===== config.mk =====
export PLATFORM = sky130hd
export DESIGN_NAME = ims_front
export DESIGN_NICKNAME = d
export VERILOG_FILES = /design/src/hdl/icosphere_mesh_subdivider_defines.svh /design/src/hdl/ims_pkg.sv /design/src/hdl/ims_front.sv
export SDC_FILE = /design/constraint.sdc
export NUM_CORES = 1
export LEC_CHECK = 0
export BUFFER_PORTS_ARGS = -buffer_cell sky130_fd_sc_hd__buf_2
export CAP_MARGIN = 25
export CORE_MARGIN = 5
export CORE_UTILIZATION = 54
export CTS_BUF_LIST = sky130_fd_sc_hd__clkbuf_8
export DETAILED_ROUTE_END_ITERATION = 12
export PLACE_DENSITY = 0.81
export SLEW_MARGIN = 5
export SYNTH_ARGS = -nofsm -noshare
export SYNTH_HDL_FRONTEND = slang
export SYNTH_SLANG_ARGS = --single-unit

===== constraint.sdc =====
create_clock -name clk -period 1.8 [get_ports clk]
set_input_delay 0.36 -clock clk [delete_from_list [all_inputs] [get_ports clk]]
set_output_delay 0.36 -clock clk [all_outputs]
set_load 0.005 [all_outputs]

===== src/hdl/icosphere_mesh_subdivider_defines.svh =====
// assertion helpers for the subdivider back end (ims_back)
// they expect signals named clk and rst_n in the module that uses them
`ifndef ICOSPHERE_MESH_SUBDIVIDER_DEFINES_SVH
`define ICOSPHERE_MESH_SUBDIVIDER_DEFINES_SVH

// same-cycle implication
`define IMS_ASSERT_IMP(label, ante, cons, msg) \
  label: assert property (@(posedge clk) disable iff (!rst_n) (ante) |-> (cons)) \
    else $error(msg);

// next-cycle implication
`define IMS_ASSERT_NXT(label, ante, cons, msg) \
  label: assert property (@(posedge clk) disable iff (!rst_n) (ante) |=> (cons)) \
    else $error(msg);

`endif


===== src/hdl/ims_pkg.sv =====
`timescale 1ns / 1ps
package ims_pkg;

  localparam logic [1:0] OP_BUILD = 2'd0;
  localparam logic [1:0] OP_TRI   = 2'd1;
  localparam logic [1:0] OP_VTX   = 2'd2;

  localparam logic [1:0] ST_OK    = 2'd0;
  localparam logic [1:0] ST_LEVEL = 2'd1;
  localparam logic [1:0] ST_INDEX = 2'd2;

  localparam logic [2:0] K_NOP    = 3'd0;
  localparam logic [2:0] K_BUILD  = 3'd1;
  localparam logic [2:0] K_BADLVL = 3'd2;
  localparam logic [2:0] K_TRI    = 3'd3;
  localparam logic [2:0] K_VTX    = 3'd4;

  // width of a cross product or midpoint component fed to the normalizer
  localparam int VW = 33;

  localparam logic signed [15:0] ICO_A = 16'sd8614;
  localparam logic signed [15:0] ICO_B = 16'sd13937;
  localparam logic signed [15:0] Q_ONE = 16'sd16384;

  typedef struct packed {
    logic [2:0]  kind;
    logic [2:0]  level;
    logic [12:0] index;
  } cmd_t;

  typedef struct packed {
    logic signed [VW-1:0] x;
    logic signed [VW-1:0] y;
    logic signed [VW-1:0] z;
  } vec_t;

  typedef struct packed {
    logic signed [15:0] x;
    logic signed [15:0] y;
    logic signed [15:0] z;
  } pt_t;

  function automatic pt_t base_vtx(input logic [3:0] n);
    pt_t p;
    case (n)
      4'd0:    p = '{-ICO_A, 16'sd0, ICO_B};
      4'd1:    p = '{ICO_A, 16'sd0, ICO_B};
      4'd2:    p = '{-ICO_A, 16'sd0, -ICO_B};
      4'd3:    p = '{ICO_A, 16'sd0, -ICO_B};
      4'd4:    p = '{16'sd0, ICO_B, ICO_A};
      4'd5:    p = '{16'sd0, ICO_B, -ICO_A};
      4'd6:    p = '{16'sd0, -ICO_B, ICO_A};
      4'd7:    p = '{16'sd0, -ICO_B, -ICO_A};
      4'd8:    p = '{ICO_B, ICO_A, 16'sd0};
      4'd9:    p = '{-ICO_B, ICO_A, 16'sd0};
      4'd10:   p = '{ICO_B, -ICO_A, 16'sd0};
      4'd11:   p = '{-ICO_B, -ICO_A, 16'sd0};
      default: p = '0;
    endcase
    return p;
  endfunction

  // corners packed as {a, b, c}
  function automatic logic [11:0] base_tri(input logic [4:0] n);
    logic [11:0] t;
    case (n)
      5'd0:    t = {4'd0, 4'd1, 4'd4};
      5'd1:    t = {4'd0, 4'd4, 4'd9};
      5'd2:    t = {4'd9, 4'd4, 4'd5};
      5'd3:    t = {4'd4, 4'd8, 4'd5};
      5'd4:    t = {4'd4, 4'd1, 4'd8};
      5'd5:    t = {4'd8, 4'd1, 4'd10};
      5'd6:    t = {4'd8, 4'd10, 4'd3};
      5'd7:    t = {4'd5, 4'd8, 4'd3};
      5'd8:    t = {4'd5, 4'd3, 4'd2};
      5'd9:    t = {4'd2, 4'd3, 4'd7};
      5'd10:   t = {4'd7, 4'd3, 4'd10};
      5'd11:   t = {4'd7, 4'd10, 4'd6};
      5'd12:   t = {4'd7, 4'd6, 4'd11};
      5'd13:   t = {4'd11, 4'd6, 4'd0};
      5'd14:   t = {4'd0, 4'd6, 4'd1};
      5'd15:   t = {4'd6, 4'd10, 4'd1};
      5'd16:   t = {4'd9, 4'd11, 4'd0};
      5'd17:   t = {4'd9, 4'd2, 4'd11};
      5'd18:   t = {4'd9, 4'd5, 4'd2};
      5'd19:   t = {4'd7, 4'd11, 4'd2};
      default: t = '0;
    endcase
    return t;
  endfunction

endpackage


===== src/hdl/ims_front.sv =====
`timescale 1ns / 1ps
module ims_front #(
  parameter int MAX_LEVEL   = 4,
  parameter int STORE_SLOTS = 8192
) (
  input  logic          clk,
  input  logic          rst_n,
  input  logic          in_valid,
  output logic          in_stall,
  input  logic [1:0]    in_operation,
  input  logic [2:0]    in_level,
  input  logic [12:0]   in_index,
  output logic          q_valid,
  output ims_pkg::cmd_t q_cmd,
  input  logic          q_take
);
  import ims_pkg::*;

  cmd_t       ent_r [2];
  logic       wp_r;
  logic       rp_r;
  logic [1:0] cnt_r;
  logic       lvl_ok;
  logic       push;
  cmd_t       cmd;

  // a build fits when its level is at most MAX_LEVEL and its final triangle count stays within the store
  assign lvl_ok = (32'(in_level) <= 32'(MAX_LEVEL)) &&
                  ((32'd20 << {in_level, 1'b0}) <= 32'(STORE_SLOTS));

  always_comb begin
    cmd.level = in_level;
    cmd.index = in_index;
    case (in_operation)
      OP_BUILD: cmd.kind = lvl_ok ? K_BUILD : K_BADLVL;
      OP_TRI:   cmd.kind = K_TRI;
      OP_VTX:   cmd.kind = K_VTX;
      default:  cmd.kind = K_NOP;
    endcase
  end

  assign in_stall = cnt_r == 2'd2;
  assign push     = in_valid && !in_stall;
  assign q_valid  = cnt_r != 2'd0;
  assign q_cmd    = ent_r[rp_r];

  always_ff @(posedge clk) begin
    if (push) begin
      ent_r[wp_r] <= cmd;
    end
    if (!rst_n) begin
      wp_r  <= 1'b0;
      rp_r  <= 1'b0;
      cnt_r <= 2'd0;
    end else begin
      if (push) begin
        wp_r <= ~wp_r;
      end
      if (q_take) begin
        rp_r <= ~rp_r;
      end
      case ({push, q_take})
        2'b10:   cnt_r <= cnt_r + 2'd1;
        2'b01:   cnt_r <= cnt_r - 2'd1;
        default: cnt_r <= cnt_r;
      endcase
    end
  end

endmodule


==> results of run 1 <==
cell families (layout without fill, tap and decap cells):
group                    Yosys count  in the layout
buffers and inverters             10             64
AO/OA/AOI/OAI                      7              7
multiplexers                      19             19
flip-flops                        43             43
XOR/XNOR                           3              3
AND/OR/NAND/NOR                   10             10
adder cells (fa/ha/maj)            2              2
synthesized netlist by cell type (all sizes together) (2+ instances only):
| cell type | n | area, um2 |
|---|---|---|
| o21ai | 2 | 10.0 |
| a21oi | 3 | 15.0 |
| mux2 | 19 | 214 |
| or3 | 2 | 12.5 |
| nor2 | 3 | 11.3 |
| buf | 2 | 12.5 |
| dfxtp | 5 | 100 |
| ha | 2 | 25.0 |
| xnor2 | 2 | 17.5 |
| inv | 8 | 30.0 |
| edfxtp | 38 | 1140 |
per-layer routing:
metal  routed length (um)  share of wire [%]  GRT usage [%]  up-vias
li1                     -                  -              -      452
met1                 1110                 43           16.1      440
met2                 1310                 51           23.5       28
met3                  167                6.5           5.81        0
met4                    0                  0           3.11        0
met5                    0                  0              0        -
worst max-delay path, cell delays in order (launching register included):
cell and delay, ns:
dfxtp_1 0.38, buf_4 0.19, mux2_2 0.36, buf_2 0.13
worst paths after layout:
kind	start	slack (ns)	endpoint
setup reg to reg	cnt_r[0]	0.29	ent_r[0][13]
hold / removal	in_index[5]	0.26	ent_r[1][5]
setup / recovery	register	0.09	q_cmd[6]
hold reg to reg	wp_r	0.50	wp_r
flip-flops by register name, indices dropped and copies added, names as in the netlist, named ones only:
| signal | flops |
|---|---|
| ent_r | 38 |
| wp_r | 1 |
| rp_r | 1 |
| cnt_r | 2 |
where the power goes:
group / leakage (uW) / switching, uW / internal (uW) / total [uW]
Combinational: 0.000375 / 158 / 176 / 334
Clock: 0.0000581 / 309 / 413 / 722
Sequential: 0.000398 / 29.5 / 1190 / 1220
Total: 0.000831 / 496 / 1780 / 2280
layout make-up:
| class | count | share of cell area (%) |
|---|---|---|
| clock buffer | 5 | 3.37 |
| clock inverter | 3 | 2.14 |
| inverter | 8 | 1.47 |
| multi-input combinational | 41 | 17.8 |
| sequential | 43 | 60.7 |
| tap | 33 | 2.02 |
| timing repair buffer | 48 | 12.5 |
per-stage QoR:
step	instance area [um2]	utilization, %	setup slack, ns	std cells
after detailed placement	1930	64.8	0.276	173
after global routing	2040	68.6	0.0176	181
after CTS	2040	68.6	0.0664	181
after global placement	1930	64.8	0.323	173
after floorplan	1650	-	0.161	94
final	2040	68.6	0.0933	181
==> out/results.tsv, run 1 <==
metric	value	unit
run_status	completed	
grt_pass1_wl	4.35	mm
critPathCaptureType	primary output	
synth_edf_count	38	
ys_seq_area_share	75.4	%
timing.fmax	586	MHz
synth-simple-area-share	3.34	%
max_slew_margin	80.9	%
synth_xor_area_share	1.60	%
mostFrequentLayoutCells	42 x buf_2, 38 x edfxtp_1, 19 x mux2_2	
fin_crit_sh	94.8	%
rsz0062_at_grt	false	
firstDrtPassIters	4	
yosys_warnings	0	
num_antenna_cells	0	
setup-tns-final	0	ns
peakVddDrop	0.000726	V
min_path_cells	1	
p_total	2280	uW
dp_hpwl	1.98	mm
vias	920	
fin_nets	171	
synth_flop_cell	edfxtp_1	
wl_per_cell	14.3	um
grt_max_degree	15	
clockBufferDepth	2	
period_needed	1.71	ns
io_buffers	42	
antenna_found_initial	0	
power_density	1120	nW/um2
wl	2.58	mm
dieArea	4250	um2
cellLeakagePower	0.000831	uW
die_h	65.2	um
drt-initial-drc-count	28	
initial_core_util	55.3	%
grt_pass1_vias	983	
async_flop_share	0	%
cts_num_sinks	43	
coreArea	2980	um2
numCtsBuffers	5	
hold-worst-slack	0.258	ns
startpoint_type	register	
required	1.44	ns
synthMuxAreaShare	13.0	%
die_w	65.2	um
syn_to_final_growth	24.1	%
post_cts_resize_count	0	
slew_violations	0	
drive_gt1_share	53.4	%
track_usage	13.7	%
pin_count	43	
r2r_cells	5	
path_max_fanout	8	
gr-total-overflow	0	
htreeDepth	2	
cts_setup_buffers	0	
cts-root-buf	clkbuf_8	
cts_tree	built	
regArea	1240	um2
hold_path_class	in2reg	
synth_compound_area_share	2.58	%
ys_ff_latch	43	
netlist_area	1650	um2
fillers	198	
drv_cap	0	
clk_pin_slew_worst_paths	0.08	ns
setup_violations	0	
cts_hold_buf	0	
rows	20	
cp_data_arrival_time	1.35	ns
synth_top_family_by_area	multiplexers	
synthAdderAreaFrac	1.52	%
layout_commonest_cell	buf_2	
drt_drc_violations_left	0	
worst-setup-path-type	reg2out	
place_congestion	0.670	
drt-vias-per-instance	5.08	
worst_slew_pin_slew	0.283	ns
syn_inst	94	
fin_skew	0.00836	ns
clkLatencyLatePin	0.29	ns
avgSynthCellArea	17.5	um2
post_synth_num_cell_types	21	
syn-num-nets	118	
hold_viol	0	
multi_input_area	363	um2
final_antenna_net_count	0	
(Power assumes the default switching activity.)
==> inputs of run 2 (changes only) <==
- CORE_UTILIZATION: 54 -> 55
- PLACE_DENSITY: 0.81 -> 0.83
- clock period: 1.8 -> 2.2 ns (I/O delays scaled with it)
==> out/results.tsv, run 2 (synthesis results as in run 1) <==
metric	value	unit	change
run_status	completed		
io_buffers	42		unchanged
cts_hold_buf	0		unchanged
critical_path.top_delay_family	flip-flops		
final_area	1990	um2	-2.6%
power_density	872	nW/um2	-22%
post_cts_resize_count	0		unchanged
drt-initial-drc-count	19		-32%
numCtsBuffers	5		unchanged
place_congestion	0.738		+10%
cp.buffers_inverters	2		unchanged
place_area	1910	um2	-1.3%
critPathMaxStageDelay	0.45	ns	+0.07 ns
multi_input_area	363	um2	unchanged
rows	19		-5.0%
cts_setup_buffers	0		unchanged
startpoint_type	register		
cellLeakagePower	0.000805	uW	-3.1%
wl_per_cell	15.9	um	+11%
mostFrequentLayoutCells	42 x buf_2, 38 x edfxtp_1, 19 x mux2_2		
cts_tree	built		
firstDrtPassIters	4		unchanged
worst-setup-path-type	reg2out		
setup-tns-final	0	ns	unchanged
hold_viol	0		unchanged
peakVddDrop	0.000553	V	-24%
coreArea	2810	um2	-5.8%
hold_path.startpoint	in_index[3]		
dp_hpwl	2.02	mm	+1.9%
initial_core_util	58.7	%	+3.4 points
htreeDepth	2		unchanged
cts_num_sinks	43		unchanged
regArea	1240	um2	unchanged
worst_hold_path.endpoint	ent_r[1][3]		
r2r-end	ent_r[0][6]		
drt_drc_violations_left	0		unchanged
grt_max_degree	20		+5
r2r_setup_slack	0.52	ns	+0.23 ns
num_antenna_cells	0		unchanged
crit_chain	buf_4 -> mux2_2 -> buf_2		
path_max_fanout	15		+7
pin_count	43		unchanged
hold_path_class	in2reg		
period_needed	1.97	ns	
slew_violations	0		unchanged
critPathCaptureType	primary output		
fin_crit_sh	89.4	%	
vias	905		-1.6%
clockBufferDepth	2		unchanged
timing.rr.start	cnt_r[0]		
fillers	208		+5.1%
gr-total-overflow	0		unchanged
wl	2.79	mm	+8.2%
crit_slowest_cell	dfxtp_1		
timing.fmax	508	MHz	
track_usage	15.4	%	+1.6 points
setup_violations	0		unchanged
clkLatencyLatePin	0.29	ns	about the same
fin_nets	168		-1.8%
cp_data_arrival_time	1.53	ns	+0.18 ns
largest_reg_flops	38		unchanged
syn_to_final_growth	20.8	%	
final_antenna_net_count	0		unchanged
required	1.76	ns	+0.32 ns
drt-vias-per-instance	5.14		+1.2%
max_slew_margin	76.3	%	-4.7 points
grt_pass1_vias	990		+0.71%
largest-register	ent_r		
dieArea	4190	um2	-1.5%
min_path_cells	1		unchanged
top_regs	ent_r x38, cnt_r x2		
antenna_found_initial	0		unchanged
die_w	64.7	um	-0.77%
grt_pass1_wl	4.55	mm	+4.5%
drive_gt1_share	52.4	%	-0.96 points
rsz0062_at_grt	false		
clk_pin_slew_worst_paths	0.08	ns	about the same
die_h	64.7	um	-0.77%
cts-root-buf	clkbuf_8		
drv_cap	0		unchanged
r2r_cells	5		unchanged
worst_slew_pin_slew	0.353	ns	+0.0694 ns
layout_commonest_cell	buf_2		
fin_skew	0.00260	ns	-0.00576 ns
## run 2: cell count changes in the layout (fill, tap and decap cells not counted)
| cell | previous run | this run |
|---|---|---|
| clkinv_2 | 1 | 3 |
| bufinv_16 | 1 | 0 |
| clkinv_4 | 1 | 0 |
| buf_4 | 6 | 3 |
## run 2: how the worst max path moves through the flow
stage             endpoint  slack (ns)  cells past startpoint
2_1_floorplan  ent_r[0][0]        0.56                      4
3_3_place_gp   ent_r[0][0]        0.53                      5
3_5_place_dp   ent_r[0][6]        0.48                      5
4_1_cts           q_cmd[5]        0.20                      3
5_1_grt           q_cmd[5]        0.14                      3
6_report         q_cmd[16]        0.23                      3
## run 2: final cells by class
cell class              instances  area share (%)
clock buffers                   5            3.46
well taps                      31            1.95
clock inverters                 3           0.755
flip-flops and latches         43            62.4
repair buffers                 45            11.7
inverters                       8            1.51
multi-input cells              41            18.2
## run 2: stage by stage
step	cells	util, %	worst slack (ns)	total power, uW	hold WS [ns]
final	176	70.9	0.233	1740	0.330
after global routing	176	70.9	0.141	1830	0.316
after CTS	176	70.9	0.202	1760	0.319
after detailed placement	168	67.9	0.484	1290	0.484
after global placement	168	67.9	0.533	1270	0.475
after floorplan	94	-	0.561	1170	0.458
## run 2: power by group
part / total, uW / internal [uW] / switching, uW / leakage (uW)
sequential: 1000 / 977 / 27.9 / 0.000398
clock: 466 / 217 / 249 / 0.0000477
combinational: 265 / 136 / 129 / 0.000360
## run 2: metal layers
layer	up-vias	global-route usage, %	part of all wire [%]
li1	444	-	-
met1	421	14.6	37
met2	35	27.6	53
met3	5	6.39	7.9
met4	0	8.71	2.3
met5	-	0	0
==> inputs of run 3 (changes only) <==
- CELL_PAD_IN_SITES_DETAIL_PLACEMENT: unset -> 1
- CELL_PAD_IN_SITES_GLOBAL_PLACEMENT: unset -> 2
- CORE_UTILIZATION: 55 -> 41
- PLACE_DENSITY: 0.83 -> unset
- PLACE_DENSITY_LB_ADDON: unset -> 0.1
==> out/results.tsv, run 3 (synthesis results as in run 1) <==
metric	value	unit	change
worst_slew_pin_slew	0.320	ns	-0.0325 ns
cts_num_sinks	43		unchanged
drv_cap	0		unchanged
cp_data_arrival_time	1.31	ns	-0.22 ns
cellLeakagePower	0.000809	uW	+0.48%
period_needed	1.75	ns	-0.215 ns
r2r_setup_slack	0.65	ns	+0.13 ns
dp_cells	189		+13%
antenna_found_initial	0		unchanged
vias	938		+3.6%
numCtsBuffers	5		unchanged
io_buffers	42		unchanged
p_int	1330	uW	about the same
grt_pass1_vias	1034		+4.4%
clkPwrFrac	26.3	%	-0.5 points
rows	23		+4
switching_power	404	uW	-0.50%
setup-tns-final	0	ns	unchanged
clk_pin_slew_worst_paths	0.08	ns	about the same
place_area	1940	um2	+2.0%
required	1.76	ns	about the same
switching_share	23.3	%	-0.097 points
setup_violations	0		unchanged
layout_commonest_cell	buf_2		
coreArea	3940	um2	+41%
dieArea	5380	um2	+29%
initial_core_util	41.8	%	-17 points
clkLatencyLatePin	0.29	ns	about the same
final_area	2020	um2	+1.6%
cts-root-buf	clkbuf_8		
seq_power_share	57.8	%	about the same
timing.fmax	571	MHz	+12%
hold_path_class	in2reg		
cts_tree	built		
fin_skew	0.00697	ns	+0.00437 ns
path_max_fanout	11		-4
wl	3.03	mm	+8.7%
r2r_cells	5		unchanged
run_status	completed		
track_usage	12.4	%	-2.9 points
num_antenna_cells	0		unchanged
drt_drc_violations_left	0		unchanged
max_slew_margin	78.5	%	+2.2 points
r2r-end	cnt_r[1]		
htreeDepth	2		unchanged
fin_cells	196		+11%
grt_pass1_wl	4.77	mm	+4.8%
top_regs	ent_r x38, cnt_r x2		
drt-vias-per-instance	4.79		-6.9%
place_congestion	0.729		-1.3%
critPathCaptureType	primary output		
pin_count	43		unchanged
largest_reg_flops	38		unchanged
rsz0062_at_grt	false		
slew_violations	0		unchanged
firstDrtPassIters	4		unchanged
dp_hpwl	2.24	mm	+11%
post_cts_resize_count	0		unchanged
peakVddDrop	0.000360	V	-35%
largest-register	ent_r		
fin_crit_sh	79.7	%	-9.8 points
fin_nets	170		+1.2%
syn_to_final_growth	22.8	%	
power_density	858	nW/um2	-1.7%
grt_max_degree	20		unchanged
worst-setup-path-type	reg2out		
gr-total-overflow	0		unchanged
die_w	73.4	um	+13%
hold_viol	0		unchanged
timing.rr.start	cnt_r[0]		
die_h	73.4	um	+13%
final_antenna_net_count	0		unchanged
clockBufferDepth	2		unchanged
drive_gt1_share	52.1	%	-0.36 points
setup.worst_path.end	q_cmd[17]		
cts_hold_buf	0		unchanged
drt-initial-drc-count	35		+16
mostFrequentLayoutCells	42 x buf_2, 38 x edfxtp_1, 19 x mux2_2		
startpoint_type	register		
cts_setup_buffers	0		unchanged
combPwrFrac	15.9	%	+0.6 points
wl_per_cell	15.5	um	-2.4%
## run 3: cell types whose count changed in the layout (fill, tap and decap cells not counted), sizes merged
cell,delta
clkinv,-1
buf,+2
## run 3: per-layer routing
layer | track usage, % | part of all wire [%]
met5 | 0 | 0
met2 | 21.9 | 53
met4 | 7.24 | 1.7
met1 | 13.0 | 40
met3 | 3.56 | 5.7
## run 3: worst min path at each step
stage / from / to / slack, ns / cells after the start
floorplan: wp_r / wp_r / 0.46 / 2
global placement: wp_r / wp_r / 0.48 / 2
detailed placement: wp_r / wp_r / 0.49 / 2
CTS: in_index[4] / ent_r[0][4] / 0.32 / 1
global route: in_index[3] / ent_r[0][3] / 0.31 / 1
finish: in_index[4] / ent_r[1][4] / 0.33 / 1
## run 3: worst max-delay path, stage by stage, from the launching register on
cell	delay, ns
dfxtp_1	0.34
buf_4	0.20
mux2_2	0.35
buf_2	0.13
## run 3: area by class of cell
| class | count | area (um2) |
|---|---|---|
| fillers | 393 | 1920 |
| flip-flops and latches | 43 | 1240 |
| multi-input cells | 41 | 363 |
| repair buffers | 47 | 248 |
| clock buffers | 5 | 68.8 |
| well taps | 50 | 62.6 |
| inverters | 8 | 30.0 |
| clock inverters | 2 | 8.76 |
## run 3: power by group through the flow
stage | Clock (uW) | Sequential, uW | Combinational [uW]
3_5_place_dp | 0 | 1020 | 285
6_report | 456 | 1000 | 276
5_1_grt | 512 | 1010 | 308
3_3_place_gp | 0 | 1020 | 274
2_1_floorplan | 0 | 1010 | 156
4_1_cts | 481 | 1000 | 286
## run 3: metrics by stage
step / hold slack [ns] / total power [uW] / setup WS (ns) / utilization, %
after global routing: 0.311 / 1830 / 0.380 / 51.3
final: 0.332 / 1730 / 0.448 / 51.3
after CTS: 0.318 / 1770 / 0.415 / 51.3
after floorplan: 0.458 / 1170 / 0.561 / -
after detailed placement: 0.490 / 1310 / 0.623 / 49.3
after global placement: 0.480 / 1290 / 0.655 / 49.3
